`src/design/i2c_mts_pkg.sv`:
```
// Types and codes of the I2C master transaction sequencer.
package i2c_mts_pkg;

  // Input operation codes
  typedef enum logic [3:0] {
    OP_LOAD_BYTE  = 4'd0,
    OP_PLAIN_READ = 4'd1,
    OP_REG_WRITE  = 4'd2,
    OP_REG_READ   = 4'd3,
    OP_START_SENT = 4'd4,
    OP_ADDR_SENT  = 4'd5,
    OP_BYTE_DONE  = 4'd6,
    OP_BYTE_RECV  = 4'd7,
    OP_BUS_ERROR  = 4'd8
  } op_e;

  // Transaction phase
  typedef enum logic [2:0] {
    PH_IDLE    = 3'd0,
    PH_START_W = 3'd1,
    PH_START_R = 3'd2,
    PH_ADDRESS = 3'd3,
    PH_READING = 3'd4
  } phase_e;

  // ACK control codes
  typedef enum logic [1:0] {
    ACK_KEEP    = 2'd0,
    ACK_ENABLE  = 2'd1,
    ACK_DISABLE = 2'd2
  } ack_e;

  localparam int unsigned LenW  = 9;
  localparam int unsigned ByteW = 8;

endpackage

```
`src/design/i2c_mts_ram.sv`:
```
// Generic single-write, single-read RAM with registered read data.
module i2c_mts_ram #(
  parameter int Width = 8,
  parameter int Depth = 256
) (
  input  logic                                    clk_i,
  input  logic                                    we_i,
  input  logic [((Depth > 1) ? $clog2(Depth) : 1)-1:0] waddr_i,
  input  logic [Width-1:0]                        wdata_i,
  input  logic                                    re_i,
  input  logic [((Depth > 1) ? $clog2(Depth) : 1)-1:0] raddr_i,
  output logic [Width-1:0]                        rdata_o
);

  logic [Width-1:0] mem_q [Depth];
  logic [Width-1:0] rdata_q;

  // Write port
  always_ff @(posedge clk_i) begin
    if (we_i) begin
      mem_q[waddr_i] <= wdata_i;
    end
  end

  // Read port, data held until the next read
  always_ff @(posedge clk_i) begin
    if (re_i) begin
      rdata_q <= mem_q[raddr_i];
    end
  end

  assign rdata_o = rdata_q;

endmodule

```
`src/design/i2c_master_transaction_sequencer.sv`:
```
// I2C master transaction sequencer: turns commands and bus events into bus actions.
// Takes one word per clock cycle and answers each with exactly one result word, shown
// in the cycle after acceptance and held until taken; a stalled result stalls the input.
// Write bytes are loaded into the buffer store beforehand with load-byte words; the
// store's single read port is read in the cycle a byte-done word is accepted, so a
// loaded byte may be sent by the very next word. Positions at or beyond BUF_DEPTH are
// not stored and send zero. A new command abandons the running transaction silently.
module i2c_master_transaction_sequencer
  import i2c_mts_pkg::*;
#(
  parameter int BUF_DEPTH = 256
) (
  input  logic             clk_i,
  input  logic             rst_ni,
  input  logic             in_valid_i,
  output logic             in_ready_o,
  input  logic [3:0]       operation_i,
  input  logic [7:0]       slave_address_i,
  input  logic [7:0]       register_address_i,
  input  logic [LenW-1:0]  transfer_length_i,
  input  logic [7:0]       buffer_index_i,
  input  logic [7:0]       data_byte_i,
  output logic             out_valid_o,
  input  logic             out_ready_i,
  output logic             issue_start_o,
  output logic             issue_address_o,
  output logic             address_for_read_o,
  output logic             issue_byte_o,
  output logic [7:0]       bus_byte_o,
  output logic             issue_stop_o,
  output logic [1:0]       ack_control_o,
  output logic             finished_o,
  output logic             success_o,
  output logic [2:0]       phase_o,
  output logic [LenW-1:0]  byte_count_o
);

  localparam int AddrW = (BUF_DEPTH > 1) ? $clog2(BUF_DEPTH) : 1;

  // Transaction registers
  phase_e               phase_q, phase_d;
  logic                 is_read_q, is_read_d;
  logic [ByteW-1:0]     target_q, target_d;
  logic [ByteW-1:0]     register_q, register_d;
  logic [LenW-1:0]      total_q, total_d;
  logic [LenW-1:0]      pos_q, pos_d;

  // Result registers
  logic                 out_valid_q;
  logic                 start_q, start_d;
  logic                 addr_q, addr_d;
  logic                 addr_rd_q, addr_rd_d;
  logic                 ib_q, ib_d;
  logic [ByteW-1:0]     bb_q, bb_d;
  logic                 sel_mem_q, sel_mem_d;
  logic                 stop_q, stop_d;
  ack_e                 ack_q, ack_d;
  logic                 fin_q, fin_d;
  logic                 ok_q, ok_d;
  phase_e               ph_out_q;
  logic [LenW-1:0]      cnt_out_q;

  // Store port signals
  logic                 accept;
  op_e                  op;
  logic                 pos_in_range;
  logic                 idx_in_range;
  logic                 we;
  logic [AddrW-1:0]     waddr;
  logic                 re;
  logic [ByteW-1:0]     rdata;
  logic [LenW-1:0]      pos_inc;
  logic                 send_byte;

  assign in_ready_o   = !out_valid_q || out_ready_i;
  assign accept       = in_valid_i && in_ready_o;
  assign op           = op_e'(operation_i);
  assign pos_in_range = 32'(pos_q) < BUF_DEPTH;
  assign idx_in_range = 32'(buffer_index_i) < BUF_DEPTH;
  assign pos_inc      = pos_q + LenW'(1);
  assign send_byte    = (phase_q == PH_ADDRESS) && !is_read_q && (pos_q < total_q);

  // Next transaction state
  always_comb begin
    phase_d    = phase_q;
    is_read_d  = is_read_q;
    target_d   = target_q;
    register_d = register_q;
    total_d    = total_q;
    pos_d      = pos_q;
    unique case (op)
      OP_PLAIN_READ, OP_REG_WRITE, OP_REG_READ: begin
        phase_d    = (op == OP_PLAIN_READ) ? PH_START_R : PH_START_W;
        is_read_d  = (op != OP_REG_WRITE);
        target_d   = slave_address_i;
        register_d = register_address_i;
        total_d    = transfer_length_i;
        pos_d      = '0;
      end
      OP_START_SENT: begin
        if (phase_q == PH_START_W) begin
          phase_d = PH_ADDRESS;
        end else if (phase_q == PH_START_R) begin
          phase_d = PH_READING;
        end
      end
      OP_BYTE_DONE: begin
        if (phase_q == PH_ADDRESS) begin
          if (is_read_q) begin
            phase_d = PH_START_R;
          end else begin
            if (send_byte) begin
              pos_d = pos_inc;
            end
            if (pos_d >= total_q) begin
              phase_d = PH_IDLE;
            end
          end
        end
      end
      OP_BYTE_RECV: begin
        if (phase_q == PH_READING) begin
          pos_d = pos_inc;
          if (pos_inc >= total_q) begin
            phase_d = PH_IDLE;
          end
        end
      end
      OP_BUS_ERROR: phase_d = PH_IDLE;
      default: ;
    endcase
  end

  // Bus actions for the accepted word
  always_comb begin
    start_d   = 1'b0;
    addr_d    = 1'b0;
    addr_rd_d = 1'b0;
    ib_d      = 1'b0;
    bb_d      = '0;
    sel_mem_d = 1'b0;
    stop_d    = 1'b0;
    ack_d     = ACK_KEEP;
    fin_d     = 1'b0;
    ok_d      = 1'b0;
    unique case (op)
      OP_PLAIN_READ, OP_REG_WRITE, OP_REG_READ: start_d = 1'b1;
      OP_START_SENT: begin
        if (phase_q == PH_START_W) begin
          addr_d = 1'b1;
          bb_d   = target_q;
        end else if (phase_q == PH_START_R) begin
          addr_d    = 1'b1;
          addr_rd_d = 1'b1;
          bb_d      = target_q;
          ack_d     = ACK_ENABLE;
        end
      end
      OP_ADDR_SENT: begin
        if (phase_q == PH_ADDRESS) begin
          ib_d = 1'b1;
          bb_d = register_q;
        end else if (phase_q == PH_READING && total_q == LenW'(1)) begin
          ack_d = ACK_DISABLE;
        end
      end
      OP_BYTE_DONE: begin
        if (phase_q == PH_ADDRESS) begin
          if (is_read_q) begin
            start_d = 1'b1;
          end else begin
            ib_d      = send_byte;
            sel_mem_d = send_byte && pos_in_range;
            if (pos_d >= total_q) begin
              stop_d = 1'b1;
              fin_d  = 1'b1;
              ok_d   = 1'b1;
            end
          end
        end
      end
      OP_BYTE_RECV: begin
        if (phase_q == PH_READING) begin
          if (total_q != '0 && pos_inc == total_q - LenW'(1)) begin
            ack_d = ACK_DISABLE;
          end
          if (pos_inc >= total_q) begin
            stop_d = 1'b1;
            fin_d  = 1'b1;
            ok_d   = 1'b1;
          end
        end
      end
      OP_BUS_ERROR: fin_d = 1'b1;
      default: ;
    endcase
  end

  // Store access: load and received bytes write, byte done reads
  assign we    = accept && ((op == OP_LOAD_BYTE && idx_in_range) ||
                            (op == OP_BYTE_RECV && phase_q == PH_READING && pos_in_range));
  assign waddr = (op == OP_LOAD_BYTE) ? AddrW'(buffer_index_i) : AddrW'(pos_q);
  assign re    = accept && (op == OP_BYTE_DONE);

  i2c_mts_ram #(
    .Width (ByteW),
    .Depth (BUF_DEPTH)
  ) u_store (
    .clk_i   (clk_i),
    .we_i    (we),
    .waddr_i (waddr),
    .wdata_i (data_byte_i),
    .re_i    (re),
    .raddr_i (AddrW'(pos_q)),
    .rdata_o (rdata)
  );

  // Update transaction state on accept
  always_ff @(posedge clk_i or negedge rst_ni) begin
    if (!rst_ni) begin
      phase_q    <= PH_IDLE;
      is_read_q  <= 1'b0;
      target_q   <= '0;
      register_q <= '0;
      total_q    <= '0;
      pos_q      <= '0;
    end else if (accept) begin
      phase_q    <= phase_d;
      is_read_q  <= is_read_d;
      target_q   <= target_d;
      register_q <= register_d;
      total_q    <= total_d;
      pos_q      <= pos_d;
    end
  end

  // Hold the result word until taken
  always_ff @(posedge clk_i or negedge rst_ni) begin
    if (!rst_ni) begin
      out_valid_q <= 1'b0;
    end else if (in_ready_o) begin
      out_valid_q <= accept;
    end
  end

  always_ff @(posedge clk_i) begin
    if (accept) begin
      start_q   <= start_d;
      addr_q    <= addr_d;
      addr_rd_q <= addr_rd_d;
      ib_q      <= ib_d;
      bb_q      <= bb_d;
      sel_mem_q <= sel_mem_d;
      stop_q    <= stop_d;
      ack_q     <= ack_d;
      fin_q     <= fin_d;
      ok_q      <= ok_d;
      ph_out_q  <= phase_d;
      cnt_out_q <= pos_d;
    end
  end

  assign out_valid_o        = out_valid_q;
  assign issue_start_o      = start_q;
  assign issue_address_o    = addr_q;
  assign address_for_read_o = addr_rd_q;
  assign issue_byte_o       = ib_q;
  assign bus_byte_o         = sel_mem_q ? rdata : bb_q;
  assign issue_stop_o       = stop_q;
  assign ack_control_o      = ack_q;
  assign finished_o         = fin_q;
  assign success_o          = ok_q;
  assign phase_o            = ph_out_q;
  assign byte_count_o       = cnt_out_q;

endmodule

```
`config.mk`:
```
export PLATFORM = sky130hd
export DESIGN_NAME = i2c_master_transaction_sequencer
export DESIGN_NICKNAME = d
export VERILOG_FILES = /design/src/design/i2c_mts_pkg.sv /design/src/design/i2c_mts_ram.sv /design/src/design/i2c_master_transaction_sequencer.sv
export SDC_FILE = /design/constraint.sdc
export NUM_CORES = 2
export LEC_CHECK = 0
export BUFFER_PORTS_ARGS = -buffer_cell sky130_fd_sc_hd__buf_2
export CAP_MARGIN = 10
export CELL_PAD_IN_SITES_DETAIL_PLACEMENT = 0
export CELL_PAD_IN_SITES_GLOBAL_PLACEMENT = 1
export CORE_MARGIN = 2
export CORE_UTILIZATION = 56
export DETAILED_ROUTE_END_ITERATION = 7
export PLACE_DENSITY = 0.77
export SETUP_SLACK_MARGIN = 0.1
export SLEW_MARGIN = 20
export SYNTH_ARGS = -nofsm -noshare
export SYNTH_HDL_FRONTEND = slang
export SYNTH_HIERARCHICAL = 1
export SYNTH_SLANG_ARGS = --single-unit
```
`constraint.sdc`:
```
create_clock -name clk_i -period 4.55 [get_ports clk_i]
set_input_delay 0.91 -clock clk_i [delete_from_list [all_inputs] [get_ports clk_i]]
set_output_delay 0.91 -clock clk_i [all_outputs]
set_load 0.02 [all_outputs]
```
==> results.py <==
metrics = {
    "synthesis": {
        "ys_seq_area_frac": 0.754,
        "yosys_warnings": 6,
        "post_synthesis_average_cell_area_um2": 20.1,
        "netlist.area_leader.share": 0.743,
        "synthCells": 4199,
        "post_synth_num_cell_types": 76,
        "yosysTopAreaCell": "sky130_fd_sc_hd__edfxtp_1",
        "syn_nets": 4287,
        "synthesis.area_um2": 84300,
        "post_synthesis_register_bit_count": 2124,
        "synth_most_common_cell": "sky130_fd_sc_hd__edfxtp_1",
        "post_synth_main_area_contributors": "sky130_fd_sc_hd__edfxtp_1 74%, sky130_fd_sc_hd__mux4_2 12%, sky130_fd_sc_hd__mux2i_1 1.6%",
        "async_reset_ff_frac": 0.0184,
        "synth_ff_type": "sky130_fd_sc_hd__edfxtp_1",
        "synth-edff-count": 2085,
        "ys_top_cells_by_count": "2085 x sky130_fd_sc_hd__edfxtp_1, 454 x sky130_fd_sc_hd__mux4_2, 317 x sky130_fd_sc_hd__nor2_1, 136 x sky130_fd_sc_hd__mux2i_1, 133 x sky130_fd_sc_hd__a22oi_1",
    },
    "placed_design": {
        "place.detailed.hpwl_um": 133000,
        "port_buffers": 79,
        "dpl.cell_count": 6490,
        "place_ws_ns": 0.373,
        "gp_congestion": 0.943,
    },
    "critical_path": {
        "timing.critical_path.cells": "inv_1 -> ha_1 -> o21ai_0 -> a21oi_1 -> o31ai_1 -> a21oi_1 -> or2_2 -> mux2i_1 -> ha_1 -> nand2b_1 -> a21o_1 -> a21oi_1 -> o21ai_0 -> o21ai_0 -> o21ai_0",
        "slowest_stage_delay_on_critical_path_ns": 0.53,
        "crit-reg2reg-launch": "total_q[2]$_DFFE_PN0P_",
        "arrival_ns": 4.63,
        "timing.critical_path.max_delay_family": "compound AO/OA/AOI/OAI gates",
        "kind_of_start_point_of_the_critical_path": "register",
        "timing_worst_setup_path_type": "reg2reg",
        "timing.critical_path.slowest_stage_cell": "sky130_fd_sc_hd__o31ai_1",
        "startpoint": "total_q[2]$_DFFE_PN0P_",
        "crit_path_frequent_cell": "sky130_fd_sc_hd__o21ai_0",
        "timing.critical_path.fanout_max": 6,
        "cp_data_required_time_ns": 5.11,
        "critical_path_endpoint_category": "register",
        "cp_num_buf_inv": 1,
    },
    "route": {
        "via_count": 44343,
        "antenna_violating_nets_post_route": 0,
        "dr.first_iter.drc_count": 6311,
        "post_detailed_route_wirelength_per_cell_um": 30.9,
        "detailedRoute.firstPassIterationCount": 6,
        "vias_per_cell": 6.45,
        "drt_drc_violations_left": 0,
        "route.final.wire_length_um": 213000,
    },
    "floorplan": {
        "core_area_um2": 150000,
        "rows": 142,
        "io-pin-count": 80,
        "chipHeight_um": 392,
        "initial_utilization": 0.563,
        "chipWidth_um": 392,
        "die-area_um2": 154000,
    },
    "grt": {
        "grt_antenna_before_repair": 10,
        "grt_use_total": 0.280,
        "vias_in_the_first_global_route": 43499,
        "maximum_number_of_pins_on_one_net_before_global_route_repair": 165,
        "grt_first_pass_wirelength_um": 306000,
        "grt.overflow.total": 0,
    },
    "timing": {
        "finalCritPeriodShare": 0.894,
        "final.setup.tns_ns": 0,
        "grt_setup_unrepaired": "no",
        "finClkSkew_ns": 0.0332,
        "finalCriticalPeriod_ns": 4.07,
        "setup_viol": 0,
        "maxSlewHeadroom": 0.291,
        "post-route-worst-setup-slack_ns": 0.480,
        "timing_hold_violations_final": 0,
        "max_slew.worst_pin.slew_ns": 1.04,
        "maxSlewViolCount": 0,
        "max_freq_mhz": 246,
    },
    "clock_network": {
        "cts_post_setup_buffers_inserted": 0,
        "clk_pin_slew_worst_paths_ns": 0.06,
        "numCtsBuffers": 206,
        "cts.sink_count": 2124,
        "tritoncts": "built",
        "insertion_delay_ns": 0.84,
        "post_cts_resized": 0,
        "h-tree-depth": 4,
        "ctsLongestPathBuffers": 3,
        "cts.root.buffer_cell": "sky130_fd_sc_hd__clkbuf_16",
        "hold_buffer_count_at_cts": 0,
    },
    "finish": {
        "drive_above_1_share": 0.279,
        "layout.nets": 4770,
        "finish.cell_count_without_fillers": 6870,
        "fill_cells": 9997,
        "synthToLayoutAreaGrowth_pct": 14.3,
    },
    "run_status": {
        "run_status": "finished, final reports clean",
    },
    "power": {
        "power_per_cell_area_nw_per_um2": 427,
        "post-layout-total-power_uw": 41100,
        "vdd.ir_drop.worst_mv": 0.403,
        "p_leak_uw": 0.0302,
    },
    "job": {
        "drv.max_cap_violation_count": 0,
    },
    "worst_hold_path": {
        "hp-class": "in2async",
    },
}
## metrics by stage
| step | area, um^2 | util | hold slack [ns] |
|---|---|---|---|
| 3_5_place_dp | 89400 | 0.598 | 0.494 |
| 6_report | 96300 | 0.644 | 0.148 |
| 3_3_place_gp | 89400 | 0.598 | 0.488 |
| 4_1_cts | 96300 | 0.644 | 0.121 |
| 2_1_floorplan | 84300 | - | 0.479 |
| 5_1_grt | 96300 | 0.644 | 0.162 |
## path summary, 6_finish.rpt
check,endpoint,slack (ns),cells after the start
worst min-delay path,total_q[8]$_DFFE_PN0P_,0.15,2
worst max register to register,success_o$_DFFE_PP_,0.48,15
worst max-delay path,success_o$_DFFE_PP_,0.48,15
min in group clk_i,out_valid_o$_DFFE_PN0N_,0.28,2
max in group asynchronous,pos_q[2]$_DFFE_PN0P_,3.95,2
worst min register to register,register_q[3]$_DFFE_PN0P_,0.51,1
## logic make-up after synthesis
kind of cell               synth area share
muxes                                 0.144
and+or+nand+nor                      0.0338
DFF                                   0.754
buffers and inverters                0.0188
adders and majority gates           0.00579
xor gates and xnor gates            0.00312
AOI/OAI and AO/OA                    0.0401
## report_power, final
part / switching (uW) / internal (uW) / total, uW / leakage [uW]
Combinational: 1410 / 717 / 2120 / 0.00765
Sequential: 69.1 / 21600 / 21600 / 0.0192
Clock: 7260 / 10100 / 17300 / 0.00332
## sequential cells by signal (all words and copies together), names as in the netlist
name / count
issue_start_o: 1
finished_o: 1
u_store/rdata_o: 8
issue_byte_o: 1
address_for_read_o: 1
ack_control_o: 2
phase_o: 3
register_q: 8
issue_address_o: 1
target_q: 8
bb_q: 8
phase_q: 3
total_q: 9
u_store/mem_q: 2048
pos_q: 9
out_valid_o: 1
success_o: 1
is_read_q: 1
byte_count_o: 9
sel_mem_q: 1
## worst register-to-register path: cells and delay by family, from the launching register on
| family | cells | cell delay (ns) |
|---|---|---|
| AO/OA/AOI/OAI | 9 | 1.95 |
| adder cells (fa/ha/maj) | 2 | 0.56 |
| buffers and inverters | 1 | 0.17 |
| flip-flops | 1 | 0.44 |
| multiplexers | 1 | 0.15 |
| AND/OR/NAND/NOR | 2 | 0.54 |
## layout by cell type (no fill, tap or decap), types with 17 or more instances in the layout
master                      netlist  layout
sky130_fd_sc_hd__edfxtp_1      2085    2085
sky130_fd_sc_hd__bufinv_16        0      29
sky130_fd_sc_hd__a211oi_1        18      18
sky130_fd_sc_hd__nor3_1          38      38
sky130_fd_sc_hd__xnor2_1         20      20
sky130_fd_sc_hd__nand2b_1        17      17
sky130_fd_sc_hd__mux2i_1        136     136
sky130_fd_sc_hd__clkbuf_1       122      32
sky130_fd_sc_hd__mux4_2         454     454
sky130_fd_sc_hd__clkinv_2         0      32
sky130_fd_sc_hd__buf_12           8      23
sky130_fd_sc_hd__a22o_1          18      18
sky130_fd_sc_hd__mux2_2          44      44
sky130_fd_sc_hd__ha_1            39      39
sky130_fd_sc_hd__nor4_1          29      28
sky130_fd_sc_hd__a22oi_1        133     133
sky130_fd_sc_hd__clkinv_1         2      52
sky130_fd_sc_hd__o22ai_1         30      30
sky130_fd_sc_hd__a21oi_1        116     116
sky130_fd_sc_hd__nor2b_1         36      33
sky130_fd_sc_hd__clkbuf_16        0     208
sky130_fd_sc_hd__o21ai_0         40      40
sky130_fd_sc_hd__nor2_1         317     313
sky130_fd_sc_hd__dfrtp_1         39      33
sky130_fd_sc_hd__nand3_1         46      46
sky130_fd_sc_hd__buf_2           33      71
sky130_fd_sc_hd__o221ai_1        46      46
sky130_fd_sc_hd__buf_4           30     424
sky130_fd_sc_hd__nand2_1         75      75
## area by class of cell
type	instances	area, um^2	share of cell area
antenna	2	5.00	0.0000520
clock buffer	243	5370	0.0557
clock inverter	135	1490	0.0155
inverter	15	56.3	0.000585
multi-input combinational	1809	19200	0.199
sequential	2124	63600	0.660
tap	2016	2520	0.0262
timing repair buffer	526	4110	0.0427
## layer usage
| layer | share of wire | vias to the layer above | GRT usage |
|---|---|---|---|
| met5 | 0.00032 | - | 0 |
| met4 | 0.037 | 10 | 0.0988 |
| met3 | 0.11 | 380 | 0.0643 |
| met2 | 0.47 | 2446 | 0.434 |
| met1 | 0.38 | 23127 | 0.395 |
| li1 | - | 18380 | - |
No activity file was read; power rests on OpenSTA's default activity.
